$ cat src/hw/rtl/sat_pkg.sv
// Shared types, constants and helpers for the shell argument tokenizer.
package sat_pkg;

	localparam int unsigned LIMIT_W = 10;
	localparam logic [LIMIT_W-1:0] TOKEN_LIMIT_RESET = 10'd997;

	localparam int unsigned FIFO_DEPTH = 4;
	localparam int unsigned PTR_W = $clog2(FIFO_DEPTH);
	localparam int unsigned CNT_W = $clog2(FIFO_DEPTH + 1);

	localparam logic [1:0] KIND_BYTE = 2'd0;
	localparam logic [1:0] KIND_TEND = 2'd1;
	localparam logic [1:0] KIND_LEND = 2'd2;
	localparam logic [1:0] KIND_OVF  = 2'd3;

	localparam logic [7:0] CH_SPACE  = 8'h20;
	localparam logic [7:0] CH_TAB    = 8'h09;
	localparam logic [7:0] CH_CR     = 8'h0D;
	localparam logic [7:0] CH_LF     = 8'h0A;
	localparam logic [7:0] CH_SQUOTE = 8'h27;
	localparam logic [7:0] CH_DQUOTE = 8'h22;
	localparam logic [7:0] CH_BSLASH = 8'h5C;

	typedef enum logic [2:0] {
		ST_SKIP    = 3'd0,
		ST_TOK     = 3'd1,
		ST_Q1      = 3'd2,
		ST_Q2      = 3'd3,
		ST_Q1_ESC  = 3'd4,
		ST_Q2_ESC  = 3'd5,
		ST_TOK_ESC = 3'd6
	} sat_state_t;

	typedef struct packed {
		logic [7:0] in_byte;
		logic       line_end;
	} sat_in_t;

	typedef struct packed {
		logic [1:0] kind;
		logic [7:0] out_byte;
		logic       last;
	} sat_out_t;

	typedef struct packed {
		logic     push0;
		logic     push1;
		sat_out_t res0;
		sat_out_t res1;
	} sat_push_t;

	function automatic logic is_space(input logic [7:0] c);
		logic r;
		r = c inside {CH_SPACE, CH_TAB, CH_CR, CH_LF};
		return r;
	endfunction

endpackage

$ cat src/hw/rtl/sat_step.sv
// Parser state registers and the per-byte transition that forms the results.
module sat_step
	import sat_pkg::*;
(
	input  logic                clk,
	input  logic                arst_n,
	input  logic                fire,
	input  sat_in_t             item,
	input  logic                cfg_we,
	input  logic [LIMIT_W-1:0]  cfg_data,
	output sat_push_t           push
);

	sat_state_t         state_q, state_d;
	logic               open_q, open_d;
	logic [LIMIT_W-1:0] count_q, count_d;
	logic               drop_q, drop_d;
	logic [LIMIT_W-1:0] limit_q;

	always_ff @(posedge clk or negedge arst_n) begin
		if (!arst_n) begin
			state_q <= ST_SKIP;
			open_q  <= 1'b0;
			count_q <= '0;
			drop_q  <= 1'b0;
			limit_q <= TOKEN_LIMIT_RESET;
		end else begin
			if (fire) begin
				state_q <= state_d;
				open_q  <= open_d;
				count_q <= count_d;
				drop_q  <= drop_d;
			end
			if (cfg_we) begin
				limit_q <= cfg_data;
			end
		end
	end

	always_comb begin
		logic [7:0] c;
		logic       sp;
		logic       keep;
		logic       skipping;
		sat_state_t st;

		c        = item.in_byte;
		sp       = is_space(c);
		keep     = 1'b0;
		skipping = 1'b0;
		st       = state_q;
		state_d  = state_q;
		open_d   = open_q;
		count_d  = count_q;
		drop_d   = drop_q;
		push     = '0;

		if (item.line_end) begin
			if (open_q && !drop_q) begin
				push.push0 = 1'b1;
				push.res0  = '{kind: KIND_TEND, out_byte: 8'd0, last: 1'b0};
				push.push1 = 1'b1;
				push.res1  = '{kind: KIND_LEND, out_byte: 8'd0, last: 1'b1};
			end else begin
				push.push0 = 1'b1;
				push.res0  = '{kind: KIND_LEND, out_byte: 8'd0, last: 1'b1};
			end
			state_d = ST_SKIP;
			open_d  = 1'b0;
			count_d = '0;
			drop_d  = 1'b0;
		end else if (!drop_q) begin
			case (state_q)
				ST_TOK, ST_Q1, ST_Q2, ST_Q1_ESC, ST_Q2_ESC, ST_TOK_ESC: begin
					st = state_q;
				end
				default: begin
					st       = ST_TOK;
					skipping = sp;
				end
			endcase
			if (skipping) begin
				st = ST_SKIP;
			end else begin
				case (st)
					ST_TOK: begin
						if (c == CH_SQUOTE) begin
							st = ST_Q1;
						end else if (c == CH_DQUOTE) begin
							st = ST_Q2;
						end else if (c == CH_BSLASH) begin
							st = ST_TOK_ESC;
						end else if (sp) begin
							st = ST_SKIP;
							if (open_q) begin
								open_d     = 1'b0;
								push.push0 = 1'b1;
								push.res0  = '{kind: KIND_TEND, out_byte: 8'd0, last: 1'b1};
								if (count_q >= limit_q) begin
									push.res0.last = 1'b0;
									push.push1     = 1'b1;
									push.res1      = '{kind: KIND_OVF, out_byte: 8'd0,
										last: 1'b1};
									drop_d         = 1'b1;
								end else begin
									count_d = count_q + 10'd1;
								end
							end
						end else begin
							keep = 1'b1;
						end
					end
					ST_Q1: begin
						if (c == CH_SQUOTE) begin
							st = ST_TOK;
						end else if (c == CH_BSLASH) begin
							st = ST_Q1_ESC;
						end else begin
							keep = 1'b1;
						end
					end
					ST_Q2: begin
						if (c == CH_DQUOTE) begin
							st = ST_TOK;
						end else if (c == CH_BSLASH) begin
							st = ST_Q2_ESC;
						end else begin
							keep = 1'b1;
						end
					end
					ST_TOK_ESC: begin
						st   = ST_TOK;
						keep = 1'b1;
					end
					ST_Q1_ESC: begin
						st   = ST_Q1;
						keep = 1'b1;
					end
					default: begin
						st   = ST_Q2;
						keep = 1'b1;
					end
				endcase
			end
			if (keep) begin
				push.push0 = 1'b1;
				push.res0  = '{kind: KIND_BYTE, out_byte: c, last: 1'b1};
				open_d     = 1'b1;
			end
			state_d = st;
		end
	end

endmodule

$ cat src/hw/rtl/sat_fifo.sv
// Result queue that takes up to two results per cycle and hands out one.
module sat_fifo
	import sat_pkg::*;
(
	input  logic      clk,
	input  logic      arst_n,
	input  sat_push_t push,
	input  logic      push_en,
	output logic      room,
	output logic      out_valid,
	input  logic      out_ready,
	output sat_out_t  out_data
);

	sat_out_t         mem_q [FIFO_DEPTH];
	logic [PTR_W-1:0] wr_ptr_q;
	logic [PTR_W-1:0] rd_ptr_q;
	logic [CNT_W-1:0] cnt_q;
	logic             w0;
	logic             w1;
	logic             pop;

	assign w0        = push_en && push.push0;
	assign w1        = push_en && push.push1;
	assign out_valid = (cnt_q != '0);
	assign pop       = out_valid && out_ready;
	assign out_data  = mem_q[rd_ptr_q];
	assign room      = (cnt_q <= CNT_W'(FIFO_DEPTH - 2));

	always_ff @(posedge clk) begin
		if (w0) begin
			mem_q[wr_ptr_q] <= push.res0;
		end
		if (w1) begin
			mem_q[wr_ptr_q + PTR_W'(1)] <= push.res1;
		end
	end

	always_ff @(posedge clk or negedge arst_n) begin
		if (!arst_n) begin
			wr_ptr_q <= '0;
			rd_ptr_q <= '0;
			cnt_q    <= '0;
		end else begin
			wr_ptr_q <= wr_ptr_q + PTR_W'(w0) + PTR_W'(w1);
			if (pop) begin
				rd_ptr_q <= rd_ptr_q + PTR_W'(1);
			end
			cnt_q <= cnt_q + CNT_W'(w0) + CNT_W'(w1) - CNT_W'(pop);
		end
	end

endmodule

$ cat src/hw/rtl/shell_argument_tokenizer.sv
// Top level of the shell argument tokenizer: input register, parser and result queue.
// Each input transfer is held in the input register, then its results are written
// into the result queue. Throughput: one input byte per cycle; a byte with two
// results needs two output transfers, and the four-entry result queue takes a new
// byte only while two entries are free. Reset clears the parser state, the queue
// and the input valid flag; the token limit returns to 997.
module shell_argument_tokenizer
	import sat_pkg::*;
(
	input  logic               clk,
	input  logic               arst_n,
	input  logic               in_valid,
	output logic               in_ready,
	input  sat_in_t            in_data,
	output logic               out_valid,
	input  logic               out_ready,
	output sat_out_t           out_data,
	input  logic               cfg_valid,
	output logic               cfg_ready,
	input  logic [LIMIT_W-1:0] cfg_data
);

	sat_in_t   item_s1;
	logic      valid_s1;
	logic      room;
	logic      fire;
	sat_push_t push;

	assign fire      = valid_s1 && room;
	assign in_ready  = !valid_s1 || fire;
	assign cfg_ready = 1'b1;

	always_ff @(posedge clk) begin
		if (in_valid && in_ready) begin
			item_s1 <= in_data;
		end
	end

	always_ff @(posedge clk or negedge arst_n) begin
		if (!arst_n) begin
			valid_s1 <= 1'b0;
		end else if (in_valid && in_ready) begin
			valid_s1 <= 1'b1;
		end else if (fire) begin
			valid_s1 <= 1'b0;
		end
	end

	sat_step u_step (
		.clk      (clk),
		.arst_n   (arst_n),
		.fire     (fire),
		.item     (item_s1),
		.cfg_we   (cfg_valid && cfg_ready),
		.cfg_data (cfg_data),
		.push     (push)
	);

	sat_fifo u_fifo (
		.clk       (clk),
		.arst_n    (arst_n),
		.push      (push),
		.push_en   (fire),
		.room      (room),
		.out_valid (out_valid),
		.out_ready (out_ready),
		.out_data  (out_data)
	);

endmodule

$ cat config.mk
export PLATFORM = sky130hd
export DESIGN_NAME = shell_argument_tokenizer
export DESIGN_NICKNAME = d
export VERILOG_FILES = /design/src/hw/rtl/sat_pkg.sv /design/src/hw/rtl/sat_step.sv /design/src/hw/rtl/sat_fifo.sv /design/src/hw/rtl/shell_argument_tokenizer.sv
export SDC_FILE = /design/constraint.sdc
export NUM_CORES = 1
export LEC_CHECK = 0
export ABC_AREA = 0
export CAP_MARGIN = 20
export CORE_ASPECT_RATIO = 0.75
export CORE_MARGIN = 5
export CORE_UTILIZATION = 50
export DETAILED_ROUTE_END_ITERATION = 7
export DONT_BUFFER_PORTS = 1
export PLACE_DENSITY = 0.63
export SLEW_MARGIN = 10
export SYNTH_ARGS = -nofsm -noshare
export SYNTH_HDL_FRONTEND = slang
export SYNTH_SLANG_ARGS = --single-unit
$ cat constraint.sdc
create_clock -name clk -period 4.9 [get_ports clk]
set_input_delay 0.49 -clock clk [delete_from_list [all_inputs] [get_ports clk]]
set_output_delay 0.49 -clock clk [all_outputs]
set_load 0.1 [all_outputs]
Word-level counts from Yosys, hierarchy flattened
Memory sizes are Yosys's and may differ from the RTL's.
Index checks and enable logic that the tools add are counted.
Cells by class
  add/subtract/negate cells: 8
  reductions and logical operators: 21
  muxes and demuxes: 79
  magnitude comparators: 2
  equal/unequal tests: 28
Operator list (count)
  $mux 24: 9
  $mux 10: 10
  $mux 3: 14
  $mux 1: 40
  $mux 11: 3
  $eq 8x4->1 const B: 3
  $eq 8x6->1 const B: 3
  $eq 3x3->1 const B: 5
  $pmux 3 s5: 1
  $eq 3x2->1 const B: 4
  $mux 12: 1
  $ne 2x2->1 const B: 6
  $ne 3x3->1 const B: 4
  $add 10x1->10 const B: 1
  $ge 10x10->1: 1
  $reduce_and 10->1: 1
  $reduce_bool 3->1: 3
  $eq 8x7->1 const B: 1
  $reduce_and 8->1: 1
  $reduce_bool 2->1: 4
  $add 3x1->3: 2
  $eq 3x1->1 const B: 2
  $logic_and 1x1->1: 6
  $reduce_or 6->1: 1
  other kinds (9): 12
Storage, ports and cells
  memories kept: 1
  bits of input ports: 24
  RAM bits: 44
  output and inout bits: 14
  bits in registers: 42
Memories
  u_fifo.mem_q: depth 4, bits a word 11, rd ports 1, clocked after memory_dff 0, wr ports 2, RTL line sat_fifo.sv:15  | sat_out_t mem_q [FIFO_DEPTH];

Longest topological paths before layout
Gate-level depths: netlist of the first run.
  depth in word-level cells: 17
  gate-level depth with buffers: 12
  depth with buffers taken out: 11

By module
A second synthesis of the first run with hierarchy kept.
Unflattened totals
  cell total of the unflattened synthesis: 404
  area, all modules: 4928.5 sq um
Modules (own cells, without submodules)
  sat_fifo: times used 1, seq. area each 1496.4 sq um, area each 2615.0 sq um, cells an instance 149
  sat_step: times used 1, seq. area each 634.4 sq um, area each 1971.9 sq um, cells an instance 239
  shell_argument_tokenizer: times used 1, seq. area each 295.3 sq um, area each 341.6 sq um, cells an instance 16

Worst setup path after synthesis of the first run
Ideal clock, no wire load.
  path type: reg-to-reg
  from: register item_s1[6] (netlist name)
  to: register u_fifo.cnt_q[2]
  data arrival time: 3.056 ns
  setup slack: 1.721 ns
  clock period less this slack: 3.179 ns
  buffers on the path: 2
  library setup time: 0.123 ns
  cell stages (with the launch flop): 12
  required time: 4.777 ns
  cells stage by stage: edfxtp_1 > nand4bb_1 > nor4_4 > o31ai_2 > o41ai_2 > buf_4 > buf_6 > ha_1 > inv_1 > fa_1 > fa_1 > xnor2_1
Between the ends
  cells in the longest elaborated chain, start to end: 17
  elaborated cells on any way between the ends: 36
  those cells by class: 3 x add/sub; 7 x eq/ne; 23 x mux; 3 x reduce/logical
Ends and longest elaborated chain
  from (decl): RTL line shell_argument_tokenizer.sv:23  | sat_in_t item_s1;
  from (signal assigned): RTL line shell_argument_tokenizer.sv:35  | item_s1 <= in_data;
  $eq 8x6->1 or $eq 8x4->1 (tied branches): RTL line sat_pkg.sv:54  | r = c inside {CH_SPACE, CH_TAB, CH_CR, CH_LF};
  $reduce_bool 4->1: RTL line sat_pkg.sv:54
  $mux 1: RTL line sat_step.sv:93  | end else if (sp) begin
  $mux 1: RTL line sat_step.sv:91  | end else if (c == CH_BSLASH) begin
  $mux 1: RTL line sat_step.sv:89  | end else if (c == CH_DQUOTE) begin
  $mux 1: RTL line sat_step.sv:87  | if (c == CH_SQUOTE) begin
  $pmux 1 s3: RTL line sat_step.sv:85  | case (st)
  $mux 1: RTL line sat_step.sv:82  | if (skipping) begin
  $mux 1: RTL line sat_step.sv:72  | end else if (!drop_q) begin
  $mux 1: RTL line sat_step.sv:58  | if (item.line_end) begin
  $mux 1: RTL line sat_step.sv:145  | if (keep) begin
  $mux 24 (*): RTL line sat_step.sv:72
  $mux 24 (*): RTL line sat_step.sv:58
  $logic_and 1x1->1: RTL line sat_fifo.sv:23  | assign w0 = push_en && push.push0;
  $add 3x1->3: RTL line sat_fifo.sv:49  | cnt_q <= cnt_q + CNT_W'(w0) + CNT_W'(w1) - CNT_W'(pop);
  $add 3x1->3 (*): RTL line sat_fifo.sv:49
  $sub 3x1->3 (*): RTL line sat_fifo.sv:49
  to (signal assigned): RTL line sat_fifo.sv:49
  to (decl): RTL line sat_fifo.sv:18  | logic [CNT_W-1:0] cnt_q;
Mark *: on every way between the ends. The rest lies on a longest branch, timed or not. The select of a mux whose other input is x is not followed.
A chain may end at the register's enable or synchronous reset.

==> results of run 1 <==
-- cell usage in the layout (no fill, tap or decap), types with 3 or more instances in the layout --
cell	Yosys	routed
edfxtp_1	21	21
mux2i_1	3	3
nor3_1	35	35
dfrtp_1	26	26
xnor2_1	4	4
or3_1	7	7
ha_1	13	13
inv_1	23	23
nand3b_1	4	4
o31ai_1	6	6
nor2_1	19	19
nor4_1	4	4
nand2b_1	10	10
nor2b_1	4	4
dfxtp_1	32	32
nand2_1	37	37
and3_1	3	3
a21o_1	3	3
a211oi_1	3	3
o211ai_1	11	11
o21ai_0	27	27
fa_1	3	3
mux4_2	11	11
nand4_1	4	4
a31o_1	32	32
o221ai_1	3	3
clkbuf_16	0	10
dfstp_2	7	7
nand3_1	7	7
a21oi_1	18	18
-- sequential cells by signal (all words and copies together) (netlist names) --
name and cells:
u_step.state_q 3, u_step.open_q 1, u_fifo.rd_ptr_q 2, u_fifo.cnt_q 3
u_fifo.wr_ptr_q 2, valid_s1 1, u_step.drop_q 1, item_s1 9
u_step.limit_q 10, u_fifo.mem_q 44, u_step.count_q 10
-- kinds of logic (layout without fill, tap and decap cells) --
family	after synthesis	count (layout)	synth area share
AND/OR/NAND/NOR	154	154	0.179
buffers and inverters	52	44	0.0520
flip-flops	86	86	0.451
adder cells (fa/ha/maj)	16	16	0.0477
XOR/XNOR	6	6	0.0113
other	1	1	0.000804
AO/OA/AOI/OAI	126	126	0.196
multiplexers	15	15	0.0619
-- cell usage after synthesis, types with 10 or more instances --
cell	n
dfrtp_1	26
nand2b_1	10
inv_1	23
a21oi_1	18
o21ai_0	27
dfxtp_1	32
nor2_1	19
o211ai_1	11
nand2_1	37
a31o_1	32
nor3_1	35
ha_1	13
mux4_2	11
clkbuf_1	13
edfxtp_1	21
-- area by class of cell --
| type | instances | area (um^2) |
|---|---|---|
| repair buffers | 4 | 45.0 |
| clock inverters | 3 | 23.8 |
| clock buffers | 13 | 282 |
| fillers | 823 | 4050 |
| well taps | 128 | 160 |
| inverters | 24 | 90.1 |
| flip-flops and latches | 86 | 2110 |
| multi-input cells | 318 | 2330 |
-- worst register-to-register path: stages, from the launching register on --
cell and delay (ns):
edfxtp_1 0.49, nand4bb_1 0.27, nor4_4 0.51, o31ai_2 0.28
o41ai_4 0.44, buf_4 0.42, nand2b_1 0.49, nand2_1 0.23
-- layer usage --
layer  track usage  up-vias  share of wire
li1              -     1687              -
met1         0.334     1745           0.51
met2         0.279      123           0.41
met3        0.0476       12          0.070
met4        0.0532        0         0.0099
met5             0        -              0
-- worst min-delay path by stage --
stage               startpoint                 to  slack [ns]  depth (start not counted)
floorplan               arst_n    u_fifo.cnt_q[0]        0.19                          0
global placement        arst_n  u_step.limit_q[3]        0.20                          0
detailed placement      arst_n  u_step.limit_q[3]        0.20                          0
CTS                  cfg_valid  u_step.limit_q[2]        0.20                          1
global route         cfg_valid  u_step.limit_q[2]        0.20                          1
finish               cfg_valid  u_step.limit_q[2]        0.21                          1
-- report_power, final --
part	leakage, nW	internal [W]	total (W)	switching (W)
clock network	0.151	0.000405	0.000685	0.000280
logic	0.872	0.000410	0.00150	0.00109
registers	0.871	0.000951	0.00117	0.000217
-- stage by stage --
stage,worst slack [ns],cells,util,hold slack (ns),power (W)
final,1.49,576,0.554,0.210,0.00336
after global routing,1.32,576,0.554,0.200,0.00354
after CTS,1.55,576,0.554,0.204,0.00336
after detailed placement,1.59,558,0.517,0.195,0.00266
after global placement,1.62,558,0.517,0.195,0.00264
after floorplan,1.72,456,-,0.194,0.00245
==> results.ini, run 1 <==
[clock_network]
cts.clk_slew.worst_paths_ns = 0.06
numCtsBuffers = 9
cts_tree = yes
cts_resized = 0
post-cts-setup-buffer-count = 0
htreeDepth = 3
clock-sinks = 86
root_buffer = clkbuf_16
hold_buffers = 2
clk_latency_ns = 0.34
clock_path_buffers = 2

[global_route]
gr-total-overflow = 0
antenna_found_initial = 0
grt_max_degree = 38
track_usage = 0.208
grt_pass1_vias = 3438
grt_pass1_wl_um = 18600

[drt]
wl_per_cell_um = 19.0
drc_errors = 0
route.vias.total = 3567
ant_nets = 0
drt_iter0_markers = 238
totalWireLength_um = 10900
viasPerCell = 6.19
dr.pass1.iters = 5

[yosys]
synth_top_area_cell = dfrtp_1
synth_edf_count = 21
avgSynthCellArea_um2 = 10.2
syn_inst = 456
netlist.area_leader.share = 0.139
ys_dominant_reg_cell = dfxtp_1
synth_area_mm2 = 0.00467
ys_ff_latch = 86
yosysWarnings = 0
synth_area_leaders = dfrtp_1, dfxtp_1, edfxtp_1
ys_seq_area_frac = 0.451
synth-async-reset-ratio = 0.384
synthDistinctLibCells = 71
syn_nets = 496

[floorplanning]
die_h_um = 93.7
dieArea_mm2 = 0.0114
start_util = 0.514
pin_count = 38
design.core.area_mm2 = 0.00908
fp-row-count = 30
die_w_um = 122

[setup_path]
rrSetupSlack_ns = 1.49
worstPathCellList = nand4bb_1 > nor4_4 > o31ai_2 > o41ai_4 > buf_4 > nand2b_1 > nand2_1
path_delay_family = simple AND/OR/NAND/NOR gates
critPathCaptureType = flip-flop
ff2ff_path_depth = 7
path_max_fanout = 37
r2r-end = u_fifo.mem_q[0][0]
reg2reg_from = item_s1[6]
crit_slowest_cell = nor4_4
cp-start-kind = flip-flop
crit_arrival_ns = 3.46
cp-startpoint = item_s1[6]
cp.depth = 7
slowest_delay_ns = 0.51
critPathBufInv = 1
crit_path_end = u_fifo.mem_q[0][0]
worstSetupPathType = flip-flop to flip-flop
crit_required_ns = 4.95

[sta]
fmax_mhz = 294
fin_crit_sh = 0.695
setup_tns_ns = 0
final-setup-viol-count = 0
maxSlewHeadroom = 0.280
worstMarginPinSlew_ns = 1.08
hold_violations = 0
fin_worst_skew_ns = 0.00661
rsz0062_at_grt = no
finalMaxSlewViolations = 0
fin_crit_ns = 3.41

[place]
place_congestion = 0.873
port_buffers = 0
dpl.hpwl_um = 7800
placed_cell_area_mm2 = 0.00470

[final_layout]
drive_above_1_share = 0.114
fin_nets = 483
antenna_cells = 0
area.growth.synth_to_final_pct = 7.91
final_area_mm2 = 0.00504

[hold_path]
min_path_type = input port to flip-flop

[power]
ir_drop_mv = 0.355
p_leak_nw = 1.90
p_per_area_mw_per_mm2 = 667

[flow_run]
drv_cap = 0

[status]
status = finished clean

No activity file was read; power rests on OpenSTA's default activity.
==> run 2: changes to the inputs <==
==> constraint.sdc (replaced) <==
create_clock -name clk -period 3.4 [get_ports clk]
set_input_delay 0.34 -clock clk [delete_from_list [all_inputs] [get_ports clk]]
set_output_delay 0.34 -clock clk [all_outputs]
set_load 0.1 [all_outputs]
==> run 2 against run 1 <==
- sequential share of layout area decreased by 1.1 points
- non-clock buffer count increased by 18
- wire length increased by 1.7%
- clock-buffer cell count decreased by 1
- combinational power increased by 55%
- power increased by 48%
- hold slack got worse by 0.15 ns
- critical endpoint is now u_fifo.cnt_q[2]
==> results.ini, run 2 (same netlist as run 1, synthesis figures left out) <==
[setup_path]
reg2reg_from = item_s1[1]  ; was item_s1[6]
cp-startpoint = item_s1[1]  ; was item_s1[6]
worstSetupPathType = flip-flop to flip-flop  ; unchanged
path_max_fanout = 10  ; was 37
crit_path_end = u_fifo.cnt_q[2]  ; was u_fifo.mem_q[0][0]
crit_arrival_ns = 3.41  ; was 3.46 ns
rrSetupSlack_ns = 0.22  ; was 1.49 ns
r2r-end = u_fifo.cnt_q[2]  ; was u_fifo.mem_q[0][0]
crit_required_ns = 3.63  ; was 4.95 ns
cp-start-kind = flip-flop  ; unchanged
critPathCaptureType = flip-flop  ; unchanged
ff2ff_path_depth = 9  ; was 7

[final_layout]
layout_common_cells = nand2_1, nor3_1, a31o_1, dfxtp_1, o21ai_0  ; unchanged
layout_commonest_cell = nand2_1  ; unchanged
multiInputGateArea_mm2 = 0.00233  ; unchanged
fin_nets = 501  ; was 483
top_register = u_fifo.mem_q  ; unchanged
drive_above_1_share = 0.148  ; was 0.114
layout.area.seq_mm2 = 0.00211  ; unchanged
antenna_cells = 0  ; unchanged
nFillCells = 824  ; was 823
largest_reg_flops = 44  ; unchanged
area.growth.synth_to_final_pct = 10.7  ; was 7.91%
largestRegisters = u_fifo.mem_q (44), u_step.count_q (10), u_step.limit_q (10)  ; unchanged

[drt]
wl_per_cell_um = 18.8  ; was 19.0 um
route.vias.total = 3632  ; was 3567
totalWireLength_um = 11100  ; was 10900 um
drt_iter0_markers = 331  ; was 238
ant_nets = 0  ; unchanged
viasPerCell = 6.12  ; was 6.19
dr.pass1.iters = 5  ; unchanged
drc_errors = 0  ; unchanged

[global_route]
grt_pass1_vias = 3483  ; was 3438
antenna_found_initial = 0  ; unchanged
grt_max_degree = 38  ; unchanged
grt_pass1_wl_um = 18600  ; about the same
track_usage = 0.212  ; was 0.208
gr-total-overflow = 0  ; unchanged

[place]
place_congestion = 0.901  ; was 0.873
place_ws_ns = 0.261  ; was 1.59 ns
port_buffers = 0  ; unchanged
dpl.hpwl_um = 8050  ; was 7800 um

[floorplanning]
dieArea_mm2 = 0.0114  ; unchanged
die_w_um = 122  ; unchanged
pin_count = 38  ; unchanged
start_util = 0.514  ; unchanged
design.core.area_mm2 = 0.00908  ; unchanged
die_h_um = 93.7  ; unchanged
fp-row-count = 30  ; unchanged

[power]
ir_drop_mv = 0.460  ; was 0.355 mV
p_leak_nw = 1.98  ; was 1.90 nW
p_per_area_mw_per_mm2 = 960  ; was 667 mW/mm^2

[sta]
fmax_mhz = 315  ; was 294 MHz
final-setup-viol-count = 0  ; unchanged
fin_crit_sh = 0.935  ; was 0.695
setup_tns_ns = 0  ; unchanged
worstMarginPinSlew_ns = 0.861  ; was 1.08 ns
rsz0062_at_grt = no  ; unchanged
fin_worst_skew_ns = 0.00765  ; was 0.00661 ns
hold_violations = 0  ; unchanged
fin_crit_ns = 3.18  ; was 3.41 ns
finalMaxSlewViolations = 0  ; unchanged
setup_ws_ns = 0.221  ; was 1.49 ns
maxSlewHeadroom = 0.426  ; was 0.280

[clock_network]
cts_resized = 0  ; unchanged
clk_latency_ns = 0.34  ; about the same
cts_tree = yes  ; unchanged
root_buffer = clkbuf_16  ; unchanged
numCtsBuffers = 9  ; unchanged
htreeDepth = 3  ; unchanged
cts.clk_slew.worst_paths_ns = 0.06  ; about the same
clock_path_buffers = 2  ; unchanged
clock-sinks = 86  ; unchanged

[hold_path]
min_path_type = input port to flip-flop  ; unchanged

[status]
status = finished clean  ; unchanged

[flow_run]
drv_cap = 0  ; unchanged

-- run 2: cell count changes in the layout (fill, tap and decap cells not counted), sizes merged --
cell    before  now
buf          3   21
clkbuf      13   12
clkinv       2    1
inv         25   26
-- run 2: worst min-delay path by stage --
stage               from           endpoint  slack (ns)  cells past startpoint
2_1_floorplan     arst_n    u_fifo.cnt_q[0]        0.04                      0
3_3_place_gp      arst_n  u_step.limit_q[3]        0.05                      0
3_5_place_dp      arst_n  u_step.limit_q[3]        0.05                      0
4_1_cts        cfg_valid  u_step.limit_q[6]        0.05                      1
5_1_grt        cfg_valid  u_step.limit_q[6]        0.04                      1
6_report       cfg_valid  u_step.limit_q[2]        0.06                      1
-- run 2: power breakdown --
| group | internal, W | leakage, nW | switching (W) |
|---|---|---|---|
| sequential | 0.00137 | 0.871 | 0.000276 |
| clock | 0.000580 | 0.151 | 0.000405 |
| combinational | 0.000679 | 0.956 | 0.00165 |
-- run 2: timing repair --
item                                   CTS  global route
endpoints found under the hold margin   33             0
setup buffers                            0             0
hold buffers                             2             0
-- run 2: metal layers --
metal / up-vias / share of wire / global-route usage
li1: 1724 / - / -
met2: 135 / 0.42 / 0.293
met4: 0 / 0.018 / 0.0616
met5: - / 0 / 0
met1: 1754 / 0.49 / 0.317
met3: 19 / 0.071 / 0.0656
-- run 2: critical path: stages, from the launching register on --
cell      delay, ns
edfxtp_1       0.54
or3b_1         0.47
a211oi_2       0.22
o31ai_2        0.17
o41ai_4        0.43
ha_1           0.19
inv_1          0.05
fa_1           0.44
fa_1           0.41
xnor2_1        0.13
-- run 2: final cells by class --
| type | instances | area share |
|---|---|---|
| sequential | 86 | 0.408 |
| multi-input combinational | 318 | 0.451 |
| clock inverter | 3 | 0.00460 |
| tap | 128 | 0.0310 |
| timing repair buffer | 22 | 0.0349 |
| inverter | 24 | 0.0174 |
| clock buffer | 12 | 0.0538 |
-- run 2: per-stage QoR --
stage	power [W]	util	hold WS [ns]	cell area, um^2	cells
after floorplan	0.00354	-	0.0444	4670	456
after global placement	0.00390	0.532	0.0453	4840	576
after detailed placement	0.00397	0.532	0.0456	4840	576
after CTS	0.00497	0.569	0.0481	5170	593
after global routing	0.00523	0.569	0.0431	5170	593
final	0.00496	0.569	0.0602	5170	593
